==> config.mk <==
export PLATFORM = sky130hd
export DESIGN_NAME = ansi_line_editor
export DESIGN_NICKNAME = d
export VERILOG_FILES = /design/src/rtl/lle_pkg.sv /design/src/rtl/lle_front.sv /design/src/rtl/lle_queue.sv /design/src/rtl/lle_back.sv /design/src/rtl/ansi_line_editor.sv
export SDC_FILE = /design/constraint.sdc
export NUM_CORES = 1
export LEC_CHECK = 0
export BUFFER_PORTS_ARGS = -buffer_cell sky130_fd_sc_hd__buf_2
export CAP_MARGIN = 20
export CORE_UTILIZATION = 34
export CTS_CLUSTER_DIAMETER = 50
export DETAILED_ROUTE_END_ITERATION = 12
export PLACE_DENSITY = 0.46
export SYNTH_ARGS = -nofsm -noshare
export SYNTH_HDL_FRONTEND = slang
export SYNTH_HIERARCHICAL = 1
export SYNTH_SLANG_ARGS = --single-unit
==> constraint.sdc <==
create_clock -name i_clk -period 11.2 [get_ports i_clk]
set_input_delay 1.68 -clock i_clk [delete_from_list [all_inputs] [get_ports i_clk]]
set_output_delay 1.68 -clock i_clk [all_outputs]
set_load 0.005 [all_outputs]
==> src/rtl/lle_pkg.sv <==
package lle_pkg;

    // Line buffer and CSI parameter limits
    localparam int LINE_MAX    = 64;
    localparam int PARAM_SLOTS = 16;
    localparam int ADDR_W      = $clog2(LINE_MAX);
    localparam int LEN_W       = 7;
    localparam int PC_W        = $clog2(PARAM_SLOTS);

    // Command queue between front and back (depth is a power of two)
    localparam int QUEUE_DEPTH = 2;
    localparam int QPTR_W      = $clog2(QUEUE_DEPTH);
    localparam int QCNT_W      = $clog2(QUEUE_DEPTH + 1);

    // Key codes
    localparam logic [7:0] KEY_ESC   = 8'h1b;
    localparam logic [7:0] KEY_DEL   = 8'h7f;
    localparam logic [7:0] KEY_HOME  = 8'h01;
    localparam logic [7:0] KEY_END   = 8'h05;
    localparam logic [7:0] KEY_KILL  = 8'h15;
    localparam logic [7:0] KEY_LF    = 8'h0a;
    localparam logic [7:0] KEY_CR    = 8'h0d;
    localparam logic [7:0] KEY_SPACE = 8'h20;
    localparam logic [7:0] KEY_TILDE = 8'h7e;
    localparam logic [7:0] KEY_LBRK  = 8'h5b;
    localparam logic [7:0] KEY_QUEST = 8'h3f;
    localparam logic [7:0] KEY_SEMI  = 8'h3b;
    localparam logic [7:0] KEY_ZERO  = 8'h30;
    localparam logic [7:0] KEY_NINE  = 8'h39;
    localparam logic [7:0] KEY_UP    = 8'h41;
    localparam logic [7:0] KEY_DOWN  = 8'h42;
    localparam logic [7:0] KEY_RIGHT = 8'h43;
    localparam logic [7:0] KEY_LEFT  = 8'h44;

    typedef enum logic [3:0] {
        OP_NOP      = 4'd0,
        OP_INSERT   = 4'd1,
        OP_DEL_BACK = 4'd2,
        OP_DEL_FWD  = 4'd3,
        OP_HOME     = 4'd4,
        OP_END      = 4'd5,
        OP_CLEAR    = 4'd6,
        OP_LEFT     = 4'd7,
        OP_RIGHT    = 4'd8,
        OP_LINE_END = 4'd9
    } t_op;

    typedef struct packed {
        t_op        op;
        logic [7:0] key;
    } t_cmd;

    typedef enum logic [3:0] {
        PH_TEXT  = 4'b0001,
        PH_ESC   = 4'b0010,
        PH_CSI   = 4'b0100,
        PH_PARAM = 4'b1000
    } t_phase;

    typedef enum logic [7:0] {
        ST_IDLE    = 8'b0000_0001,
        ST_INS_RD  = 8'b0000_0010,
        ST_INS_WR  = 8'b0000_0100,
        ST_DEL_RD  = 8'b0000_1000,
        ST_DEL_WR  = 8'b0001_0000,
        ST_RD_ADDR = 8'b0010_0000,
        ST_RD_EMIT = 8'b0100_0000,
        ST_STATUS  = 8'b1000_0000
    } t_bstate;

endpackage

==> src/rtl/lle_front.sv <==
module lle_front (
    input  logic          i_clk,
    input  logic          i_rst_n,
    input  logic          i_valid,
    output logic          o_ready,
    input  logic [7:0]    i_key_byte,
    output logic          o_push,
    output lle_pkg::t_cmd o_cmd,
    input  logic          i_full
);

    lle_pkg::t_phase               r_phase, n_phase;
    logic [lle_pkg::PC_W-1:0]      r_pc, n_pc;
    logic [lle_pkg::PC_W-1:0]      pc_eff;
    logic                          accept;

    assign o_ready = !i_full;
    assign accept  = i_valid && !i_full;
    assign o_push  = accept;

    // Classify the byte and advance the escape parser
    always_comb begin
        n_phase   = r_phase;
        n_pc      = r_pc;
        pc_eff    = r_pc;
        o_cmd.op  = lle_pkg::OP_NOP;
        o_cmd.key = i_key_byte;
        if (i_key_byte == lle_pkg::KEY_LF || i_key_byte == lle_pkg::KEY_CR) begin
            o_cmd.op = lle_pkg::OP_LINE_END;
            n_phase  = lle_pkg::PH_TEXT;
        end else begin
            case (r_phase)
                lle_pkg::PH_TEXT: begin
                    if (i_key_byte == lle_pkg::KEY_ESC) begin
                        n_phase = lle_pkg::PH_ESC;
                    end else if (i_key_byte == lle_pkg::KEY_DEL) begin
                        o_cmd.op = lle_pkg::OP_DEL_BACK;
                    end else if (i_key_byte >= lle_pkg::KEY_SPACE &&
                                 i_key_byte <= lle_pkg::KEY_TILDE) begin
                        o_cmd.op = lle_pkg::OP_INSERT;
                    end else if (i_key_byte == lle_pkg::KEY_HOME) begin
                        o_cmd.op = lle_pkg::OP_HOME;
                    end else if (i_key_byte == lle_pkg::KEY_END) begin
                        o_cmd.op = lle_pkg::OP_END;
                    end else if (i_key_byte == lle_pkg::KEY_KILL) begin
                        o_cmd.op = lle_pkg::OP_CLEAR;
                    end
                end
                lle_pkg::PH_ESC: begin
                    n_phase = (i_key_byte == lle_pkg::KEY_LBRK) ? lle_pkg::PH_CSI
                                                                 : lle_pkg::PH_TEXT;
                end
                lle_pkg::PH_CSI, lle_pkg::PH_PARAM: begin
                    if (r_phase == lle_pkg::PH_CSI) begin
                        pc_eff  = '0;
                        n_pc    = '0;
                        n_phase = lle_pkg::PH_PARAM;
                    end
                    if (r_phase == lle_pkg::PH_CSI && i_key_byte == lle_pkg::KEY_QUEST) begin
                        n_phase = lle_pkg::PH_PARAM;
                    end else if (i_key_byte == lle_pkg::KEY_SEMI &&
                                 pc_eff < lle_pkg::PC_W'(lle_pkg::PARAM_SLOTS - 1)) begin
                        n_pc = pc_eff + 1'b1;
                    end else if (i_key_byte >= lle_pkg::KEY_ZERO &&
                                 i_key_byte <= lle_pkg::KEY_NINE) begin
                        n_phase = lle_pkg::PH_PARAM;
                    end else begin
                        n_phase = lle_pkg::PH_TEXT;
                        if (i_key_byte == lle_pkg::KEY_UP ||
                            i_key_byte == lle_pkg::KEY_DOWN) begin
                            o_cmd.op = lle_pkg::OP_CLEAR;
                        end else if (i_key_byte == lle_pkg::KEY_LEFT) begin
                            o_cmd.op = lle_pkg::OP_LEFT;
                        end else if (i_key_byte == lle_pkg::KEY_RIGHT) begin
                            o_cmd.op = lle_pkg::OP_RIGHT;
                        end else if (i_key_byte == lle_pkg::KEY_TILDE) begin
                            o_cmd.op = lle_pkg::OP_DEL_FWD;
                        end
                    end
                end
                default: begin
                    n_phase = lle_pkg::PH_TEXT;
                end
            endcase
        end
    end

    always_ff @(posedge i_clk) begin
        if (!i_rst_n) begin
            r_phase <= lle_pkg::PH_TEXT;
            r_pc    <= '0;
        end else if (accept) begin
            r_phase <= n_phase;
            r_pc    <= n_pc;
        end
    end

endmodule

==> src/rtl/lle_queue.sv <==
module lle_queue (
    input  logic          i_clk,
    input  logic          i_rst_n,
    input  logic          i_push,
    input  lle_pkg::t_cmd i_cmd,
    output logic          o_full,
    input  logic          i_pop,
    output logic          o_valid,
    output lle_pkg::t_cmd o_cmd
);

    lle_pkg::t_cmd                 r_mem [lle_pkg::QUEUE_DEPTH];
    logic [lle_pkg::QPTR_W-1:0]    r_wptr, r_rptr;
    logic [lle_pkg::QCNT_W-1:0]    r_count;
    logic                          do_pop;

    assign o_full  = (r_count == lle_pkg::QCNT_W'(lle_pkg::QUEUE_DEPTH));
    assign o_valid = (r_count != '0);
    assign o_cmd   = r_mem[r_rptr];
    assign do_pop  = i_pop && o_valid;

    always_ff @(posedge i_clk) begin
        if (i_push && !o_full) begin
            r_mem[r_wptr] <= i_cmd;
        end
    end

    always_ff @(posedge i_clk) begin
        if (!i_rst_n) begin
            r_wptr  <= '0;
            r_rptr  <= '0;
            r_count <= '0;
        end else begin
            if (i_push && !o_full) begin
                r_wptr <= r_wptr + 1'b1;
            end
            if (do_pop) begin
                r_rptr <= r_rptr + 1'b1;
            end
            if ((i_push && !o_full) && !do_pop) begin
                r_count <= r_count + 1'b1;
            end else if (!(i_push && !o_full) && do_pop) begin
                r_count <= r_count - 1'b1;
            end
        end
    end

endmodule

==> src/rtl/lle_back.sv <==
module lle_back (
    input  logic                       i_clk,
    input  logic                       i_rst_n,
    input  logic                       i_cmd_valid,
    input  lle_pkg::t_cmd              i_cmd,
    output logic                       o_pop,
    output logic                       o_valid,
    input  logic                       i_ready,
    output logic [7:0]                 o_line_byte,
    output logic [lle_pkg::LEN_W-1:0]  o_cursor_pos,
    output logic [lle_pkg::LEN_W-1:0]  o_line_length,
    output logic                       o_line_done,
    output logic                       o_line_empty,
    output logic                       o_last_of_run,
    output logic                       o_insert_dropped
);

    localparam int LEN_W = lle_pkg::LEN_W;
    localparam int ADDR_W = lle_pkg::ADDR_W;

    logic [7:0]          r_mem [lle_pkg::LINE_MAX];
    logic [7:0]          r_rd_data;

    lle_pkg::t_bstate    r_state, n_state;
    logic [LEN_W-1:0]    r_cursor, n_cursor;
    logic [LEN_W-1:0]    r_held, n_held;
    logic [LEN_W-1:0]    r_ptr, n_ptr;
    lle_pkg::t_op        r_op, n_op;
    logic [7:0]          r_key, n_key;
    logic                r_drop, n_drop;

    logic                wr_en, rd_en;
    logic [ADDR_W-1:0]   wr_addr, rd_addr;
    logic [7:0]          wr_data;

    logic                r_out_valid;
    logic [7:0]          r_out_byte, n_out_byte;
    logic [LEN_W-1:0]    r_out_cursor, n_out_cursor;
    logic [LEN_W-1:0]    r_out_len, n_out_len;
    logic                r_out_done, n_out_done;
    logic                r_out_empty, n_out_empty;
    logic                r_out_last, n_out_last;
    logic                r_out_drop, n_out_drop;
    logic                load;
    logic                slot_free;
    logic                line_is_empty;
    logic                last_byte;

    assign slot_free     = !r_out_valid || i_ready;
    assign line_is_empty = (r_held == '0);
    assign last_byte     = line_is_empty || ((r_ptr + 1'b1) == r_held);

    always_comb begin
        n_state      = r_state;
        n_cursor     = r_cursor;
        n_held       = r_held;
        n_ptr        = r_ptr;
        n_op         = r_op;
        n_key        = r_key;
        n_drop       = r_drop;
        o_pop        = 1'b0;
        wr_en        = 1'b0;
        wr_addr      = r_ptr[ADDR_W-1:0];
        wr_data      = r_rd_data;
        rd_en        = 1'b0;
        rd_addr      = r_ptr[ADDR_W-1:0];
        load         = 1'b0;
        n_out_byte   = 8'h00;
        n_out_cursor = r_cursor;
        n_out_len    = r_held;
        n_out_done   = 1'b0;
        n_out_empty  = 1'b0;
        n_out_last   = 1'b1;
        n_out_drop   = r_drop;
        case (r_state)
            lle_pkg::ST_IDLE: begin
                if (i_cmd_valid) begin
                    o_pop   = 1'b1;
                    n_op    = i_cmd.op;
                    n_key   = i_cmd.key;
                    n_drop  = 1'b0;
                    n_state = lle_pkg::ST_STATUS;
                    case (i_cmd.op)
                        lle_pkg::OP_HOME: n_cursor = '0;
                        lle_pkg::OP_END:  n_cursor = r_held;
                        lle_pkg::OP_CLEAR: begin
                            n_cursor = '0;
                            n_held   = '0;
                        end
                        lle_pkg::OP_LEFT: begin
                            if (r_cursor != '0) n_cursor = r_cursor - 1'b1;
                        end
                        lle_pkg::OP_RIGHT: begin
                            if (r_cursor < r_held) n_cursor = r_cursor + 1'b1;
                        end
                        lle_pkg::OP_INSERT: begin
                            if (r_held == LEN_W'(lle_pkg::LINE_MAX)) begin
                                n_drop = 1'b1;
                            end else begin
                                n_ptr   = r_held;
                                n_state = lle_pkg::ST_INS_RD;
                            end
                        end
                        lle_pkg::OP_DEL_BACK: begin
                            if (r_cursor != '0) begin
                                n_ptr   = r_cursor - 1'b1;
                                n_state = lle_pkg::ST_DEL_RD;
                            end
                        end
                        lle_pkg::OP_DEL_FWD: begin
                            if (r_cursor < r_held) begin
                                n_ptr   = r_cursor;
                                n_state = lle_pkg::ST_DEL_RD;
                            end
                        end
                        lle_pkg::OP_LINE_END: begin
                            n_ptr   = '0;
                            n_state = lle_pkg::ST_RD_ADDR;
                        end
                        default: begin
                            n_state = lle_pkg::ST_STATUS;
                        end
                    endcase
                end
            end
            lle_pkg::ST_INS_RD: begin
                // Open a gap at the cursor, moving one byte at a time from the tail (read, then write)
                if (r_ptr == r_cursor) begin
                    wr_en    = 1'b1;
                    wr_addr  = r_cursor[ADDR_W-1:0];
                    wr_data  = r_key;
                    n_cursor = r_cursor + 1'b1;
                    n_held   = r_held + 1'b1;
                    n_state  = lle_pkg::ST_STATUS;
                end else begin
                    rd_en   = 1'b1;
                    rd_addr = ADDR_W'(r_ptr - 1'b1);
                    n_state = lle_pkg::ST_INS_WR;
                end
            end
            lle_pkg::ST_INS_WR: begin
                wr_en   = 1'b1;
                n_ptr   = r_ptr - 1'b1;
                n_state = lle_pkg::ST_INS_RD;
            end
            lle_pkg::ST_DEL_RD: begin
                // Close the gap toward the head
                if ((r_ptr + 1'b1) >= r_held) begin
                    n_held = r_held - 1'b1;
                    if (r_op == lle_pkg::OP_DEL_BACK) n_cursor = r_cursor - 1'b1;
                    n_state = lle_pkg::ST_STATUS;
                end else begin
                    rd_en   = 1'b1;
                    rd_addr = ADDR_W'(r_ptr + 1'b1);
                    n_state = lle_pkg::ST_DEL_WR;
                end
            end
            lle_pkg::ST_DEL_WR: begin
                wr_en   = 1'b1;
                n_ptr   = r_ptr + 1'b1;
                n_state = lle_pkg::ST_DEL_RD;
            end
            lle_pkg::ST_RD_ADDR: begin
                rd_en   = 1'b1;
                n_state = lle_pkg::ST_RD_EMIT;
            end
            lle_pkg::ST_RD_EMIT: begin
                if (slot_free) begin
                    load         = 1'b1;
                    n_out_byte   = line_is_empty ? 8'h00 : r_rd_data;
                    n_out_cursor = '0;
                    n_out_len    = r_held;
                    n_out_done   = 1'b1;
                    n_out_empty  = line_is_empty;
                    n_out_last   = last_byte;
                    n_out_drop   = 1'b0;
                    if (last_byte) begin
                        n_cursor = '0;
                        n_held   = '0;
                        n_state  = lle_pkg::ST_IDLE;
                    end else begin
                        n_ptr   = r_ptr + 1'b1;
                        n_state = lle_pkg::ST_RD_ADDR;
                    end
                end
            end
            lle_pkg::ST_STATUS: begin
                if (slot_free) begin
                    load    = 1'b1;
                    n_state = lle_pkg::ST_IDLE;
                end
            end
            default: begin
                n_state = lle_pkg::ST_IDLE;
            end
        endcase
    end

    always_ff @(posedge i_clk) begin
        if (wr_en) begin
            r_mem[wr_addr] <= wr_data;
        end
        if (rd_en) begin
            r_rd_data <= r_mem[rd_addr];
        end
    end

    always_ff @(posedge i_clk) begin
        if (!i_rst_n) begin
            r_state     <= lle_pkg::ST_IDLE;
            r_cursor    <= '0;
            r_held      <= '0;
            r_out_valid <= 1'b0;
        end else begin
            r_state     <= n_state;
            r_cursor    <= n_cursor;
            r_held      <= n_held;
            r_out_valid <= load || (r_out_valid && !i_ready);
        end
    end

    always_ff @(posedge i_clk) begin
        r_ptr  <= n_ptr;
        r_op   <= n_op;
        r_key  <= n_key;
        r_drop <= n_drop;
        if (load) begin
            r_out_byte   <= n_out_byte;
            r_out_cursor <= n_out_cursor;
            r_out_len    <= n_out_len;
            r_out_done   <= n_out_done;
            r_out_empty  <= n_out_empty;
            r_out_last   <= n_out_last;
            r_out_drop   <= n_out_drop;
        end
    end

    assign o_valid          = r_out_valid;
    assign o_line_byte      = r_out_byte;
    assign o_cursor_pos     = r_out_cursor;
    assign o_line_length    = r_out_len;
    assign o_line_done      = r_out_done;
    assign o_line_empty     = r_out_empty;
    assign o_last_of_run    = r_out_last;
    assign o_insert_dropped = r_out_drop;

endmodule

==> src/rtl/ansi_line_editor.sv <==
// Channel   Direction  Handshake           Payload
// key in    input      i_valid / o_ready   i_key_byte
// result    output     o_valid / i_ready   o_line_byte, o_cursor_pos, o_line_length,
//                                          o_line_done, o_line_empty, o_last_of_run,
//                                          o_insert_dropped
//
// Front: one key transaction per cycle while the queue is not full, into a two-entry command queue.
// Back: a cursor or status-only key goes straight to its status result; insert,
// backspace and forward delete shift the tail one byte at a time (read, then write).
// Readout reads and emits the line one byte at a time. Synchronous active-low reset
// clears the control state only, not the line store, queue entries or data registers.
// A result stall holds the back; the front takes keys until the queue fills.
module ansi_line_editor (
    input  logic       i_clk,
    input  logic       i_rst_n,
    input  logic       i_valid,
    output logic       o_ready,
    input  logic [7:0] i_key_byte,
    output logic       o_valid,
    input  logic       i_ready,
    output logic [7:0] o_line_byte,
    output logic [6:0] o_cursor_pos,
    output logic [6:0] o_line_length,
    output logic       o_line_done,
    output logic       o_line_empty,
    output logic       o_last_of_run,
    output logic       o_insert_dropped
);

    // Classified key commands between front and back
    lle_pkg::t_cmd push_cmd;
    lle_pkg::t_cmd pop_cmd;
    logic          push;
    logic          full;
    logic          pop;
    logic          cmd_valid;

    // Decode keys and track the escape sequence state
    lle_front u_front (
        .i_clk      (i_clk),
        .i_rst_n    (i_rst_n),
        .i_valid    (i_valid),
        .o_ready    (o_ready),
        .i_key_byte (i_key_byte),
        .o_push     (push),
        .o_cmd      (push_cmd),
        .i_full     (full)
    );

    // Decouple decode from the buffer editor
    lle_queue u_queue (
        .i_clk   (i_clk),
        .i_rst_n (i_rst_n),
        .i_push  (push),
        .i_cmd   (push_cmd),
        .o_full  (full),
        .i_pop   (pop),
        .o_valid (cmd_valid),
        .o_cmd   (pop_cmd)
    );

    // Edit the line store and drive results
    lle_back u_back (
        .i_clk            (i_clk),
        .i_rst_n          (i_rst_n),
        .i_cmd_valid      (cmd_valid),
        .i_cmd            (pop_cmd),
        .o_pop            (pop),
        .o_valid          (o_valid),
        .i_ready          (i_ready),
        .o_line_byte      (o_line_byte),
        .o_cursor_pos     (o_cursor_pos),
        .o_line_length    (o_line_length),
        .o_line_done      (o_line_done),
        .o_line_empty     (o_line_empty),
        .o_last_of_run    (o_last_of_run),
        .o_insert_dropped (o_insert_dropped)
    );

endmodule

# Word level (Yosys, flattened, before mapping)
# Memories as Yosys holds them, arrays and structs flattened. A register that Yosys moved wholly into a read port is not among the register bits.
# Cells that the tools add are included.
dict set report word_totals {
  ram_bits 536
  output_inout_bits 28
  mem_count 2
  word_cells 231
  input_bits 12
  register_bits 81
}
dict set report op_classes {
  addsub 11
  n_bitwise 3
  muxes 90
  n_eq_ne 59
  reduce_logical 39
  order_cmp 7
}
# memory depth width read_ports rd_clocked_by_memory_dff write_ports line_no
set mem_list {}
lappend mem_list {u_back.r_mem 64 8 1 1 1 lle_back.sv:21} ;# logic [7:0] r_mem [lle_pkg::LINE_MAX];
lappend mem_list {u_queue.r_mem 2 12 1 1 1 lle_queue.sv:12} ;# lle_pkg::t_cmd r_mem [lle_pkg::QUEUE_DEPTH];
# cell n
set op_table {}
lappend op_table {{one-hot mux 7 bit (4 select lines)} 5}
lappend op_table {{two-way mux 7 bit} 19}
lappend op_table {{two-way mux 4 bit} 23}
lappend op_table {{two-way mux 8 bit} 10}
lappend op_table {{equality test 8 x 7 -> 1 bit, second input constant} 8}
lappend op_table {{one-hot mux 8 bit (8 select lines)} 1}
lappend op_table {{one-hot mux 8 bit (4 select lines)} 1}
lappend op_table {{two-way mux 6 bit} 5}
lappend op_table {{equality test 8 x 4 -> 1 bit, second input constant} 3}
lappend op_table {{equality test 8 x 5 -> 1 bit, second input constant} 3}
lappend op_table {{equality test 8 x 6 -> 1 bit, second input constant} 3}
lappend op_table {{adder 7 x 1 -> 7 bit, second input constant} 3}
lappend op_table {{subtractor 7 x 1 -> 7 bit, second input constant} 3}
lappend op_table {{equality test 4 x 3 -> 1 bit, second input constant} 5}
lappend op_table {{equality test 4 x 2 -> 1 bit, second input constant} 4}
lappend op_table {{equality test 8 x 1 -> 1 bit, second input constant} 2}
lappend op_table {{equality test 8 x 3 -> 1 bit, second input constant} 2}
lappend op_table {{>= comparator 8 x 6 -> 1 bit, second input constant} 2}
lappend op_table {{two-way mux 1 bit} 16}
lappend op_table {{equality test 7 bit} 2}
lappend op_table {{equality test 4 bit, second input constant} 3}
lappend op_table {{inequality test 2 x 1 -> 1 bit, second input constant} 6}
lappend op_table {{inequality test 3 x 2 -> 1 bit, second input constant} 4}
lappend op_table {{one-hot mux 4 bit (3 select lines)} 1}
lappend op_table {{40 further kinds} 75}

# Logic depth before layout (Yosys ltp)
# Gate-level depths: netlist of run 1.
dict set report depth {
  ltp_word 10
  depth_mapped 19
  mapped_depth_nobuf 15
}

# Hierarchy
# Netlist of run 1, hierarchy kept.
# module area_each_um2 seq_area_each_um2 n_inst cells_each
set modules_own_cells {}
lappend modules_own_cells {lle_back 24891.4 17456.7 1 1597}
lappend modules_own_cells {lle_queue 1097.3 820.8 1 62}
lappend modules_own_cells {lle_front 950.9 160.2 1 127}

# Worst setup path after synthesis of run 1
# No wires, ideal clock.
dict set report synth_path {
  path_type {reg-to-reg}
  from {reg u_back.r_ptr[3]}
  to {reg u_back.r_rd_data[3], read port of u_back.r_mem, data pin}
  path_buffers 3
  path_slack_ps 6890
  synth_period_minus_slack_ps 4310
  setup_ps 256
  stages_incl_launch_ff 18
  arrival_time_ps 4054
  t_required_ps 10944
  cell_sequence {edfxtp_1 clkbuf_1 clkbuf_1 nand3_1 nor2_1 xor2_1 ha_1 a21oi_1 o21ai_0 a2111oi_0 a211oi_2 xnor2_1 nand3_1 buf_2 a221oi_1 a22o_1 nor4_1 a22o_1}
}
dict set report synth_via {
  elab_chain_cells 4
  word_cells_on_any_way 10
  classes_between {add/sub (2); order compare (1); eq/ne (1); mux (6)}
}
# element line_no
set synth_lines {}
lappend synth_lines {{start, declared} lle_back.sv:27} ;# logic [LEN_W-1:0] r_ptr, n_ptr;
lappend synth_lines {{start signal, assigned} lle_back.sv:223} ;# r_ptr <= n_ptr;
lappend synth_lines {{adder 7 x 1 -> 7 bit} lle_back.sv:148} ;# if ((r_ptr + 1'b1) >= r_held) begin
lappend synth_lines {{>= comparator 7 bit} lle_back.sv:148}
lappend synth_lines {{two-way mux 1 bit / two-way mux 6 bit (equally long branches)} lle_back.sv:148}
lappend synth_lines {{one-hot mux 1 bit (3 select lines) / one-hot mux 6 bit (2 select lines) (equally long branches)} lle_back.sv:75} ;# case (r_state)
lappend synth_lines {{end, declared} lle_back.sv:22} ;# logic [7:0] r_rd_data;
# Several ways; a longest one is shown, not always the timed one.
# A chain may end at the register's enable or synchronous reset.

# Worst setup path after layout of run 1
dict set report layout_path {
  from {reg u_back.r_ptr[0]}
  to {reg u_back.r_rd_data[5], read port of u_back.r_mem, data pin}
}
# Same word-level chain as after synthesis.

==> impl_metrics.xml, run 1 <==
<?xml version="1.0" encoding="UTF-8"?>
<metrics>
  <group name="yosys">
    <metric name="synth-simple-area-share" unit="">0.0866</metric>
    <metric name="synth_cell_area" unit="mm^2">0.0269</metric>
    <metric name="synthTopCellsByArea" unit="">sky130_fd_sc_hd__edfxtp_1, sky130_fd_sc_hd__mux4_2, sky130_fd_sc_hd__dfxtp_1</metric>
    <metric name="synth-async-reset-ratio" unit="">0</metric>
    <metric name="synth-compound-area-share" unit="">0.103</metric>
    <metric name="ys_warn_count" unit="">6</metric>
    <metric name="synth_xor_xnor_area_share" unit="">0.0126</metric>
    <metric name="synth_top_flop_cell" unit="">sky130_fd_sc_hd__edfxtp_1</metric>
    <metric name="synthDominantAreaCellType" unit="">sky130_fd_sc_hd__edfxtp_1</metric>
    <metric name="synth_top_area_share" unit="">0.658</metric>
    <metric name="avg_inst_size_synth" unit="um^2">15.1</metric>
    <metric name="muxShareOfSynthArea" unit="">0.0784</metric>
    <metric name="synth_nets" unit="">1824</metric>
    <metric name="ys_types" unit="">97</metric>
    <metric name="fraction_of_the_mapped_netlist_area_in_adder_cells" unit="">0.0124</metric>
    <metric name="synth_edf_count" unit="">590</metric>
    <metric name="synthCells" unit="">1786</metric>
    <metric name="largest_family_of_logic_cells_by_synthesized_area" unit="">compound AO/OA/AOI/OAI gates</metric>
    <metric name="yosys_register_bits" unit="">626</metric>
    <metric name="synth_seq_area_share" unit="">0.684</metric>
  </group>
  <group name="finish">
    <metric name="filler_cell_count" unit="">7159</metric>
    <metric name="final_util" unit="">0.399</metric>
    <metric name="layout.nets" unit="">1889</metric>
    <metric name="multi_input_comb_area" unit="mm^2">0.00793</metric>
    <metric name="diodes" unit="">0</metric>
    <metric name="post_route_cells_drive_above_1_share" unit="">0.188</metric>
    <metric name="sequential_cell_area" unit="mm^2">0.0184</metric>
    <metric name="area_growth_syn_to_layout" unit="%">15.4</metric>
  </group>
  <group name="grt">
    <metric name="grt_max_degree" unit="">76</metric>
    <metric name="global_route.overflow_total" unit="">0</metric>
    <metric name="antenna_violations_before_repair" unit="">0</metric>
    <metric name="track_usage" unit="">0.185</metric>
    <metric name="vias_in_the_first_global_route" unit="">16000</metric>
    <metric name="grt_pass1_wl" unit="mm">111</metric>
  </group>
  <group name="critical_path">
    <metric name="ff2ff_path_depth" unit="">16</metric>
    <metric name="setup.worst_path.class" unit="">register to register</metric>
    <metric name="reg2reg_slack" unit="ps">4760</metric>
    <metric name="start_kind" unit="">register</metric>
    <metric name="worst_ep_arrival_time" unit="ps">6950</metric>
    <metric name="reg2reg_to" unit="">u_back/r_rd_data[5]</metric>
    <metric name="worst_setup_path_end_kind" unit="">register</metric>
    <metric name="crit_required" unit="ps">11700</metric>
    <metric name="path_max_fanout" unit="">75</metric>
    <metric name="worstSetupStartpoint" unit="">u_back/r_ptr[0]</metric>
    <metric name="timing.rr.start" unit="">u_back/r_ptr[0]</metric>
  </group>
  <group name="power_and_ir_drop">
    <metric name="static-leakage-power" unit="uW">0.00991</metric>
    <metric name="power_density" unit="mW/mm^2">237</metric>
    <metric name="max-vdd-ir-drop" unit="mV">0.123</metric>
  </group>
  <group name="placement">
    <metric name="portBuffers" unit="">39</metric>
    <metric name="gp_routability_congestion" unit="">0.869</metric>
    <metric name="dp_hpwl" unit="mm">46.9</metric>
  </group>
  <group name="route">
    <metric name="avgViaCountPerCell" unit="">5.52</metric>
    <metric name="drt_wl_cell" unit="um">25.3</metric>
    <metric name="initialDrtViolationCount" unit="">1553</metric>
    <metric name="route.antenna.remaining_nets" unit="">0</metric>
    <metric name="postRouteWirelength" unit="mm">74.6</metric>
    <metric name="detailroute.via_count" unit="">16300</metric>
    <metric name="drc" unit="">0</metric>
    <metric name="drt_pre_antenna_iters" unit="">5</metric>
  </group>
  <group name="sta">
    <metric name="finalHoldViolations" unit="">0</metric>
    <metric name="final.min_clock_period" unit="ps">6440</metric>
    <metric name="setup-tns-final" unit="ps">0</metric>
    <metric name="fin_skew" unit="ps">44.3</metric>
    <metric name="slew_violations" unit="">0</metric>
    <metric name="tightest_slew" unit="ps">1120</metric>
    <metric name="setup_repair_after_global_routing_missed_its_margin" unit="">false</metric>
    <metric name="max_freq" unit="MHz">155</metric>
    <metric name="setup_violations" unit="">0</metric>
    <metric name="maxSlewHeadroom" unit="">0.255</metric>
    <metric name="final_min_period_over_clock_period" unit="">0.575</metric>
  </group>
  <group name="die">
    <metric name="core_area" unit="mm^2">0.0780</metric>
    <metric name="starting_density_of_the_core" unit="">0.345</metric>
    <metric name="num_rows" unit="">102</metric>
    <metric name="chipHeight" unit="um">283</metric>
    <metric name="dieArea" unit="mm^2">0.0804</metric>
    <metric name="boundary_pin_count" unit="">40</metric>
    <metric name="die_width" unit="um">283</metric>
  </group>
  <group name="clocking">
    <metric name="clk_sinks" unit="">626</metric>
    <metric name="cts_tree" unit="">done</metric>
    <metric name="insertion_delay" unit="ps">650</metric>
    <metric name="cts_hold_repair.buffers" unit="">0</metric>
    <metric name="numCtsBuffers" unit="">84</metric>
    <metric name="postCtsSetupRepairBufs" unit="">0</metric>
    <metric name="cts.clk_slew.worst_paths" unit="ps">50</metric>
    <metric name="count_of_h_tree_levels_built_during_cts" unit="">3</metric>
    <metric name="max-clock-path-buffers" unit="">3</metric>
    <metric name="postCtsResizedCells" unit="">0</metric>
    <metric name="clock_tree.root_cell" unit="">sky130_fd_sc_hd__clkbuf_16</metric>
  </group>
  <group name="run">
    <metric name="timing.max_cap.violations" unit="">0</metric>
  </group>
  <group name="run_status">
    <metric name="result_of_the_run" unit="">completed</metric>
  </group>
  <group name="hold_path">
    <metric name="whs_endpoint" unit="">u_front/r_pc[1]</metric>
    <metric name="timing.hold.worst_path_depth" unit="">2</metric>
    <metric name="hold_class" unit="">register to register</metric>
    <metric name="min_from" unit="">u_front/r_pc[1]</metric>
  </group>
</metrics>
==> final cells by class <==
type / count / share of cell area
inverters: 25 / 0.00318
clock inverters: 55 / 0.0207
clock buffers: 93 / 0.0694
flip-flops and latches: 626 / 0.593
well taps: 1040 / 0.0419
multi-input cells: 1039 / 0.255
repair buffers: 75 / 0.0165
==> placed cells by master (no fill, tap or decap), drive strengths merged, types with 11 or more instances in the layout <==
| cell | n |
|---|---|
| nor3 | 35 |
| xnor2 | 24 |
| inv | 37 |
| mux2 | 56 |
| a221oi | 39 |
| a21oi | 56 |
| nor2 | 125 |
| o211ai | 25 |
| a22o | 15 |
| o22ai | 33 |
| a211oi | 13 |
| edfxtp | 590 |
| xor2 | 14 |
| nor2b | 29 |
| ha | 25 |
| mux2i | 40 |
| clkbuf | 94 |
| o21ai | 72 |
| nand2 | 110 |
| mux4 | 48 |
| a221o | 25 |
| and2 | 27 |
| clkinv | 25 |
| clkinvlp | 11 |
| nand2b | 12 |
| dfxtp | 36 |
| a31oi | 11 |
| nor4 | 23 |
| nand3 | 38 |
| buf | 74 |
==> where the power goes <==
part / total [uW] / internal [uW] / switching (uW)
Clock: 2650 / 1580 / 1070
Combinational: 1980 / 719 / 1260
Sequential: 2750 / 2650 / 97.4
Total: 7380 / 4950 / 2430
==> cell families (layout without fill, tap and decap cells) <==
logic type,count (synthesis),in the layout
xor+xnor,38,38
simple gates,455,455
fa+ha+maj,26,26
compound gates,376,376
flops,626,626
buf+inv,121,248
mux,144,144
==> worst max-delay path, stage by stage (launching register included) <==
cell,delay (ps)
sky130_fd_sc_hd__edfxtp_1,620
sky130_fd_sc_hd__ha_1,370
sky130_fd_sc_hd__nand2_1,110
sky130_fd_sc_hd__nor2_1,170
sky130_fd_sc_hd__xor2_1,210
sky130_fd_sc_hd__ha_1,300
sky130_fd_sc_hd__a21oi_1,330
sky130_fd_sc_hd__o21ai_0,230
sky130_fd_sc_hd__a2111oi_0,670
sky130_fd_sc_hd__or2_2,320
sky130_fd_sc_hd__o21ai_2,120
sky130_fd_sc_hd__nand2_4,260
sky130_fd_sc_hd__buf_4,890
sky130_fd_sc_hd__mux4_2,400
sky130_fd_sc_hd__o22ai_1,150
sky130_fd_sc_hd__nor4_1,860
sky130_fd_sc_hd__a22o_1,260
==> synthesized netlist by cell type (34+ instances only) <==
cell type                  number
sky130_fd_sc_hd__nor2_1       123
sky130_fd_sc_hd__clkbuf_1      40
sky130_fd_sc_hd__o21ai_0       65
sky130_fd_sc_hd__dfxtp_1       36
sky130_fd_sc_hd__mux2_2        56
sky130_fd_sc_hd__a21oi_1       54
sky130_fd_sc_hd__mux2i_1       40
sky130_fd_sc_hd__a221oi_1      38
sky130_fd_sc_hd__nand3_1       34
sky130_fd_sc_hd__mux4_2        48
sky130_fd_sc_hd__nand2_1      108
sky130_fd_sc_hd__edfxtp_1     590
==> layer usage <==
metal / wire [um] / track usage / up-vias / part of all wire
li1: - / - / 7266 / -
met1: 33800 / 0.260 / 8402 / 0.45
met2: 35600 / 0.300 / 525 / 0.48
met3: 3780 / 0.0268 / 106 / 0.051
met4: 1450 / 0.0439 / 0 / 0.019
met5: 0 / 0 / - / 0
==> per-stage QoR <==
step	area (um^2)	hold slack, ps	instances	power (uW)	setup WS, ps
finish	31100	494	2953	7380	4760
global route	31100	524	2953	7690	4430
CTS	31000	500	2946	7420	4790
detailed placement	28200	492	2798	4770	4790
global placement	28200	489	2796	4760	4770
floorplan	26900	468	1786	4140	6890
==> registers in the layout (all words and copies together) (netlist names), 7 cells and up, named ones only <==
name	count
u_back/r_mem	512
u_queue/r_mem	24
u_back/o_line_byte	8
u_back/r_key	8
u_back/r_rd_data	8
u_back/r_state	8
u_back/o_cursor_pos	7
u_back/o_line_length	7
u_back/r_cursor	7
u_back/r_held	7
u_back/r_ptr	7
==> worst max-delay path by stage <==
stage                                     end  slack (ps)  depth (start not counted)
after floorplan           u_back/r_rd_data[3]        6890                         17
after global placement    u_back/r_rd_data[5]        4770                         16
after detailed placement  u_back/r_rd_data[0]        4790                         15
after CTS                 u_back/r_rd_data[0]        4790                         15
after global routing      u_back/r_rd_data[5]        4430                         16
final                     u_back/r_rd_data[5]        4760                         16
Note: power is estimated with default switching activity, not from simulation.
==> run 2, diff against run 1 <==
- PLACE_DENSITY: 0.46 -> 0.48
- clock period: 11.2 -> 5.77 ns (I/O delays scaled with it)
==> impl_metrics.xml, run 2 (same netlist as run 1, synthesis figures left out) <==
<?xml version="1.0" encoding="UTF-8"?>
<metrics>
  <group name="run_status">
    <metric name="result_of_the_run" unit="">completed</metric>
  </group>
  <group name="clocking">
    <metric name="clk_sinks" unit="">626</metric>
    <metric name="count_of_h_tree_levels_built_during_cts" unit="">3</metric>
    <metric name="cts_tree" unit="">done</metric>
    <metric name="cts.clk_slew.worst_paths" unit="ps">60</metric>
    <metric name="clock_tree.root_cell" unit="">sky130_fd_sc_hd__clkbuf_16</metric>
    <metric name="max-clock-path-buffers" unit="">3</metric>
    <metric name="numCtsBuffers" unit="">82</metric>
    <metric name="insertion_delay" unit="ps">640</metric>
  </group>
  <group name="sta">
    <metric name="setup_repair_after_global_routing_missed_its_margin" unit="">false</metric>
    <metric name="final_min_period_over_clock_period" unit="">0.967</metric>
    <metric name="final.min_clock_period" unit="ps">5580</metric>
    <metric name="maxSlewHeadroom" unit="">0.238</metric>
    <metric name="tightest_slew" unit="ps">1140</metric>
    <metric name="finalHoldViolations" unit="">0</metric>
    <metric name="setup_violations" unit="">0</metric>
    <metric name="setup-tns-final" unit="ps">0</metric>
    <metric name="slew_violations" unit="">0</metric>
    <metric name="fin_skew" unit="ps">31.6</metric>
    <metric name="max_freq" unit="MHz">179</metric>
  </group>
  <group name="grt">
    <metric name="antenna_violations_before_repair" unit="">1</metric>
    <metric name="grt_pass1_wl" unit="mm">111</metric>
    <metric name="track_usage" unit="">0.185</metric>
    <metric name="vias_in_the_first_global_route" unit="">16100</metric>
    <metric name="global_route.overflow_total" unit="">0</metric>
    <metric name="grt_max_degree" unit="">85</metric>
  </group>
  <group name="route">
    <metric name="drc" unit="">0</metric>
    <metric name="initialDrtViolationCount" unit="">1500</metric>
    <metric name="drt_wl_cell" unit="um">25.5</metric>
    <metric name="drt_pre_antenna_iters" unit="">5</metric>
    <metric name="avgViaCountPerCell" unit="">5.51</metric>
    <metric name="detailroute.via_count" unit="">16400</metric>
    <metric name="postRouteWirelength" unit="mm">75.8</metric>
    <metric name="route.antenna.remaining_nets" unit="">0</metric>
  </group>
  <group name="finish">
    <metric name="multi_input_comb_area" unit="mm^2">0.00799</metric>
    <metric name="layout.nets" unit="">1907</metric>
    <metric name="final_util" unit="">0.401</metric>
    <metric name="sequential_cell_area" unit="mm^2">0.0184</metric>
    <metric name="post_route_cells_drive_above_1_share" unit="">0.199</metric>
    <metric name="largest_register_ffs" unit="">512</metric>
    <metric name="diodes" unit="">0</metric>
    <metric name="layout_commonest_cell" unit="">sky130_fd_sc_hd__edfxtp_1</metric>
    <metric name="registers_with_the_most_flip_flops" unit="">u_back/r_mem: 512 flops, u_queue/r_mem: 24 flops</metric>
    <metric name="instances_no_fill" unit="">2978</metric>
    <metric name="filler_cell_count" unit="">7121</metric>
    <metric name="leading_cell_types_in_the_layout_fill_and_taps_excluded" unit="">sky130_fd_sc_hd__edfxtp_1, sky130_fd_sc_hd__nor2_1, sky130_fd_sc_hd__nand2_1, sky130_fd_sc_hd__clkbuf_16, sky130_fd_sc_hd__o21ai_0</metric>
    <metric name="top_register" unit="">u_back/r_mem</metric>
    <metric name="area_growth_syn_to_layout" unit="%">16.0</metric>
  </group>
  <group name="critical_path">
    <metric name="worstSetupStartpoint" unit="">u_back/r_ptr[1]</metric>
    <metric name="reg2reg_slack" unit="ps">190</metric>
    <metric name="worst_ep_arrival_time" unit="ps">6070</metric>
    <metric name="start_kind" unit="">register</metric>
    <metric name="timing.rr.start" unit="">u_back/r_ptr[1]</metric>
    <metric name="worstPathBufferInverterCount" unit="">1</metric>
    <metric name="cp_num_cells" unit="">16</metric>
    <metric name="cp_top_family" unit="">simple AND/OR/NAND/NOR gates</metric>
    <metric name="reg2reg_to" unit="">u_back/r_rd_data[4]</metric>
    <metric name="crit_top_cell" unit="">sky130_fd_sc_hd__ha_1</metric>
    <metric name="crit_required" unit="ps">6260</metric>
    <metric name="critical-path-slowest-cell" unit="">sky130_fd_sc_hd__nor4_1</metric>
    <metric name="critical_path.cell_chain" unit="">ha_1, nand2_1, nor2_1, xor2_1, ha_1, a21oi_1, o21ai_0, a2111oi_0, or2_2, o21ai_2, nand2_4, buf_4, mux4_2, o22ai_1, nor4_1, a22o_1</metric>
    <metric name="ff2ff_path_depth" unit="">16</metric>
    <metric name="setup.worst_path.class" unit="">register to register</metric>
    <metric name="critical_path.endpoint" unit="">u_back/r_rd_data[4]</metric>
    <metric name="path_max_fanout" unit="">26</metric>
    <metric name="critPathMaxStageDelay" unit="ps">900</metric>
    <metric name="worst_setup_path_end_kind" unit="">register</metric>
  </group>
  <group name="power_and_ir_drop">
    <metric name="power_density" unit="mW/mm^2">463</metric>
    <metric name="static-leakage-power" unit="uW">0.0100</metric>
    <metric name="max-vdd-ir-drop" unit="mV">0.265</metric>
    <metric name="post-layout-total-power" unit="uW">14500</metric>
  </group>
  <group name="placement">
    <metric name="portBuffers" unit="">39</metric>
    <metric name="gp_routability_congestion" unit="">0.872</metric>
    <metric name="placed_cells" unit="">2820</metric>
    <metric name="dp_hpwl" unit="mm">48.5</metric>
  </group>
  <group name="die">
    <metric name="boundary_pin_count" unit="">40</metric>
    <metric name="starting_density_of_the_core" unit="">0.345</metric>
    <metric name="die_width" unit="um">283</metric>
    <metric name="num_rows" unit="">102</metric>
    <metric name="core_area" unit="mm^2">0.0780</metric>
    <metric name="dieArea" unit="mm^2">0.0804</metric>
    <metric name="chipHeight" unit="um">283</metric>
  </group>
  <group name="hold_path">
    <metric name="hold_class" unit="">register to register</metric>
  </group>
  <group name="run">
    <metric name="timing.max_cap.violations" unit="">0</metric>
  </group>
</metrics>
## run 2: final cells by class
| class | count | area share |
|---|---|---|
| sequential | 626 | 0.590 |
| tap | 1040 | 0.0416 |
| clock buffer | 92 | 0.0676 |
| timing repair buffer | 93 | 0.0217 |
| multi-input combinational | 1041 | 0.256 |
| inverter | 25 | 0.00316 |
| clock inverter | 61 | 0.0203 |
## run 2: worst min-delay path by stage
stage	cells past startpoint	start	end	slack, ps
2_1_floorplan	2	u_front/r_pc[1]	u_front/r_pc[1]	470
3_3_place_gp	2	u_front/r_pc[1]	u_front/r_pc[1]	490
3_5_place_dp	2	u_front/r_pc[1]	u_front/r_pc[3]	500
4_1_cts	1	i_key_byte[7]	u_queue/r_mem[1][7]	500
5_1_grt	1	i_key_byte[7]	u_queue/r_mem[1][7]	520
6_report	2	u_front/r_pc[1]	u_front/r_pc[1]	520
## run 2: power breakdown
group,switching (uW),total (uW),internal (uW)
sequential,123,5270,5150
combinational,2660,4180,1520
clock,2090,5030,2940
## run 2: repair_timing
item | CTS | global route
setup endpoints to repair | 0 | 2
hold buffers | 0 | 0
resized for setup | 0 | 7
buffers inserted | 0 | 0
## run 2: routing by layer
| metal | global-route usage | vias to the layer above | wire length (um) |
|---|---|---|---|
| li1 | - | 7297 | - |
| met1 | 0.261 | 8483 | 34000 |
| met2 | 0.296 | 512 | 36000 |
| met3 | 0.0268 | 104 | 4120 |
| met4 | 0.0493 | 2 | 1730 |
| met5 | 0 | - | 13 |
## run 2: tightest hold or removal path, stage by stage, from the launching register on
cell and delay [ps]:
sky130_fd_sc_hd__dfxtp_1 330, sky130_fd_sc_hd__nand2_1 60, sky130_fd_sc_hd__o22ai_1 70
## run 2: through the flow
stage	hold WS, ps	setup slack (ps)	area (um^2)
after floorplan	468	1460	26900
after global placement	487	160	28400
after detailed placement	503	133	28400
after CTS	503	126	31200
after global routing	518	15.8	31200
final	517	192	31200
==> run 3, diff against run 2 <==
- PLACE_DENSITY: 0.48 -> 0.46
- clock period: 5.77 -> 6.4 ns (I/O delays scaled with it)
==> impl_metrics.xml, run 3 (same netlist as run 1, synthesis figures left out) <==
<?xml version="1.0" encoding="UTF-8"?>
<metrics>
  <group name="route">
    <metric name="avgViaCountPerCell" unit="">5.49</metric>
    <metric name="postRouteWirelength" unit="mm">77.0</metric>
    <metric name="route.antenna.remaining_nets" unit="">0</metric>
    <metric name="drt_pre_antenna_iters" unit="">5</metric>
    <metric name="drc" unit="">0</metric>
    <metric name="detailroute.via_count" unit="">16300</metric>
    <metric name="drt_wl_cell" unit="um">25.9</metric>
    <metric name="initialDrtViolationCount" unit="">1558</metric>
  </group>
  <group name="critical_path">
    <metric name="path_max_fanout" unit="">17</metric>
    <metric name="worst_setup_path_end_kind" unit="">register</metric>
    <metric name="reg2reg_to" unit="">u_back/r_rd_data[0]</metric>
    <metric name="cp_top_family" unit="">compound AO/OA/AOI/OAI gates</metric>
    <metric name="crit_top_cell" unit="">sky130_fd_sc_hd__ha_1</metric>
    <metric name="worst_ep_arrival_time" unit="ps">6180</metric>
    <metric name="critical_path.cell_chain" unit="">ha_1, nand2_1, nor2_1, xor2_1, ha_1, a21oi_1, o21ai_0, a2111oi_0, a211oi_2, xnor2_1, nand3_2, a221o_1, a41oi_1, nor3_1, a22o_1</metric>
    <metric name="ff2ff_path_depth" unit="">15</metric>
    <metric name="timing.rr.start" unit="">u_back/r_ptr[0]</metric>
    <metric name="crit_required" unit="ps">6810</metric>
    <metric name="worstPathBufferInverterCount" unit="">0</metric>
    <metric name="setup.worst_path.class" unit="">register to register</metric>
    <metric name="reg2reg_slack" unit="ps">630</metric>
    <metric name="critical-path-slowest-cell" unit="">sky130_fd_sc_hd__xnor2_1</metric>
    <metric name="critPathMaxStageDelay" unit="ps">880</metric>
    <metric name="start_kind" unit="">register</metric>
  </group>
  <group name="die">
    <metric name="core_area" unit="mm^2">0.0780</metric>
    <metric name="num_rows" unit="">102</metric>
    <metric name="starting_density_of_the_core" unit="">0.345</metric>
    <metric name="boundary_pin_count" unit="">40</metric>
    <metric name="chipHeight" unit="um">283</metric>
    <metric name="dieArea" unit="mm^2">0.0804</metric>
    <metric name="die_width" unit="um">283</metric>
  </group>
  <group name="clocking">
    <metric name="cts_tree" unit="">done</metric>
    <metric name="numCtsBuffers" unit="">81</metric>
    <metric name="cts_hold_repair.buffers" unit="">0</metric>
    <metric name="clk_sinks" unit="">626</metric>
    <metric name="cts.clk_slew.worst_paths" unit="ps">60</metric>
    <metric name="postCtsResizedCells" unit="">0</metric>
    <metric name="clock_tree.root_cell" unit="">sky130_fd_sc_hd__clkbuf_16</metric>
    <metric name="postCtsSetupRepairBufs" unit="">0</metric>
    <metric name="max-clock-path-buffers" unit="">3</metric>
    <metric name="count_of_h_tree_levels_built_during_cts" unit="">3</metric>
    <metric name="insertion_delay" unit="ps">650</metric>
  </group>
  <group name="grt">
    <metric name="grt_pass1_wl" unit="mm">114</metric>
    <metric name="track_usage" unit="">0.191</metric>
    <metric name="grt_max_degree" unit="">65</metric>
    <metric name="antenna_violations_before_repair" unit="">0</metric>
    <metric name="gr-max-usage-layer" unit="">met2</metric>
    <metric name="global_route.usage.met1" unit="">0.270</metric>
    <metric name="gr-usage-met3" unit="">0.0282</metric>
    <metric name="met2_usage_in_global_routing" unit="">0.305</metric>
    <metric name="vias_in_the_first_global_route" unit="">16400</metric>
    <metric name="global_route.overflow_total" unit="">0</metric>
  </group>
  <group name="finish">
    <metric name="top_register" unit="">u_back/r_mem</metric>
    <metric name="filler_cell_count" unit="">7128</metric>
    <metric name="instances_no_fill" unit="">2966</metric>
    <metric name="area_growth_syn_to_layout" unit="%">15.4</metric>
    <metric name="layout_commonest_cell" unit="">sky130_fd_sc_hd__edfxtp_1</metric>
    <metric name="registers_with_the_most_flip_flops" unit="">u_back/r_mem: 512 flops, u_queue/r_mem: 24 flops</metric>
    <metric name="largest_register_ffs" unit="">512</metric>
    <metric name="layout.nets" unit="">1898</metric>
    <metric name="post-route-cell-area" unit="mm^2">0.0311</metric>
    <metric name="leading_cell_types_in_the_layout_fill_and_taps_excluded" unit="">sky130_fd_sc_hd__edfxtp_1, sky130_fd_sc_hd__nor2_1, sky130_fd_sc_hd__nand2_1, sky130_fd_sc_hd__clkbuf_16, sky130_fd_sc_hd__o21ai_0</metric>
    <metric name="post_route_cells_drive_above_1_share" unit="">0.190</metric>
  </group>
  <group name="sta">
    <metric name="final.min_clock_period" unit="ps">5770</metric>
    <metric name="maxSlewHeadroom" unit="">0.223</metric>
    <metric name="fin_skew" unit="ps">38.2</metric>
    <metric name="finalHoldViolations" unit="">0</metric>
    <metric name="setup_repair_after_global_routing_missed_its_margin" unit="">false</metric>
    <metric name="tightest_slew" unit="ps">1160</metric>
    <metric name="hold_slack" unit="ps">500</metric>
    <metric name="final_min_period_over_clock_period" unit="">0.902</metric>
    <metric name="setup-tns-final" unit="ps">0</metric>
    <metric name="slew_violations" unit="">0</metric>
    <metric name="max_freq" unit="MHz">173</metric>
    <metric name="setup_violations" unit="">0</metric>
  </group>
  <group name="hold_path">
    <metric name="timing.hold.worst_path_depth" unit="">2</metric>
    <metric name="whs_endpoint" unit="">u_front/r_pc[1]</metric>
    <metric name="min_from" unit="">u_front/r_pc[1]</metric>
    <metric name="hold_class" unit="">register to register</metric>
  </group>
  <group name="power_and_ir_drop">
    <metric name="power_density" unit="mW/mm^2">417</metric>
    <metric name="static-leakage-power" unit="uW">0.00993</metric>
    <metric name="max-vdd-ir-drop" unit="mV">0.182</metric>
  </group>
  <group name="placement">
    <metric name="portBuffers" unit="">39</metric>
    <metric name="gp_routability_congestion" unit="">0.890</metric>
    <metric name="placed_cells" unit="">2814</metric>
    <metric name="post_dp_cell_area" unit="mm^2">0.0283</metric>
    <metric name="dp_hpwl" unit="mm">50.4</metric>
  </group>
  <group name="run">
    <metric name="timing.max_cap.violations" unit="">0</metric>
  </group>
  <group name="run_status">
    <metric name="result_of_the_run" unit="">completed</metric>
  </group>
</metrics>
-- run 3: cell types whose count changed in the layout (fill, tap and decap cells not counted), sizes merged --
cell      previous run  this run
diode                0         1
bufinv               5         6
clkbuf              93        98
nand2              112       110
buf                 92        87
clkinvlp             7         9
clkinv              37        23
-- run 3: worst max path at each step --
stage | slack, ps | from | endpoint | depth (start not counted)
after floorplan | 2090 | u_back/r_ptr[3] | u_back/r_rd_data[5] | 17
after global placement | 680 | u_back/r_ptr[0] | u_back/r_rd_data[3] | 16
after detailed placement | 690 | u_back/r_ptr[0] | u_back/r_rd_data[3] | 16
after CTS | 650 | u_back/r_ptr[0] | u_back/r_rd_data[3] | 16
after global routing | 340 | u_back/r_ptr[0] | u_back/r_rd_data[0] | 15
final | 630 | u_back/r_ptr[0] | u_back/r_rd_data[0] | 15
-- run 3: power by group --
part	switching, uW	internal, uW
logic	2350	1330
registers	122	4640
clock network	1870	2650
total	4340	8620
-- run 3: per-stage QoR --
step | total power (uW) | utilization | worst slack, ps
global route | 13500 | 0.399 | 336
finish | 13000 | 0.399 | 628
detailed placement | 8510 | 0.364 | 689
global placement | 8520 | 0.364 | 679
floorplan | 7240 | - | 2090
CTS | 13100 | 0.398 | 650
-- run 3: worst register-to-register path: stages, from the launching register on --
cell and delay (ps):
sky130_fd_sc_hd__edfxtp_1 640, sky130_fd_sc_hd__ha_1 370, sky130_fd_sc_hd__nand2_1 90, sky130_fd_sc_hd__nor2_1 160, sky130_fd_sc_hd__xor2_1 210, sky130_fd_sc_hd__ha_1 290, sky130_fd_sc_hd__a21oi_1 310, sky130_fd_sc_hd__o21ai_0 220
sky130_fd_sc_hd__a2111oi_0 580, sky130_fd_sc_hd__a211oi_2 130, sky130_fd_sc_hd__xnor2_1 880, sky130_fd_sc_hd__nand3_2 590, sky130_fd_sc_hd__a221o_1 470, sky130_fd_sc_hd__a41oi_1 290, sky130_fd_sc_hd__nor3_1 130, sky130_fd_sc_hd__a22o_1 200
-- run 3: final cells by class --
type                            instances  area (um^2)  area share
Multi-Input combinational cell       1039         7930       0.255
Inverter                               25         98.8     0.00318
Timing Repair Buffer                   87          626      0.0201
Tap cell                             1040         1300      0.0418
Clock inverter                         50          603      0.0194
Clock buffer                           98         2100      0.0676
Antenna cell                            1         2.50   0.0000805
Sequential cell                       626        18400       0.593
-- run 3: metal layers --
| metal | share of wire | routed length [um] |
|---|---|---|
| met2 | 0.47 | 36500 |
| met3 | 0.056 | 4280 |
| met5 | 0 | 0 |
| met4 | 0.021 | 1590 |
| met1 | 0.45 | 34600 |
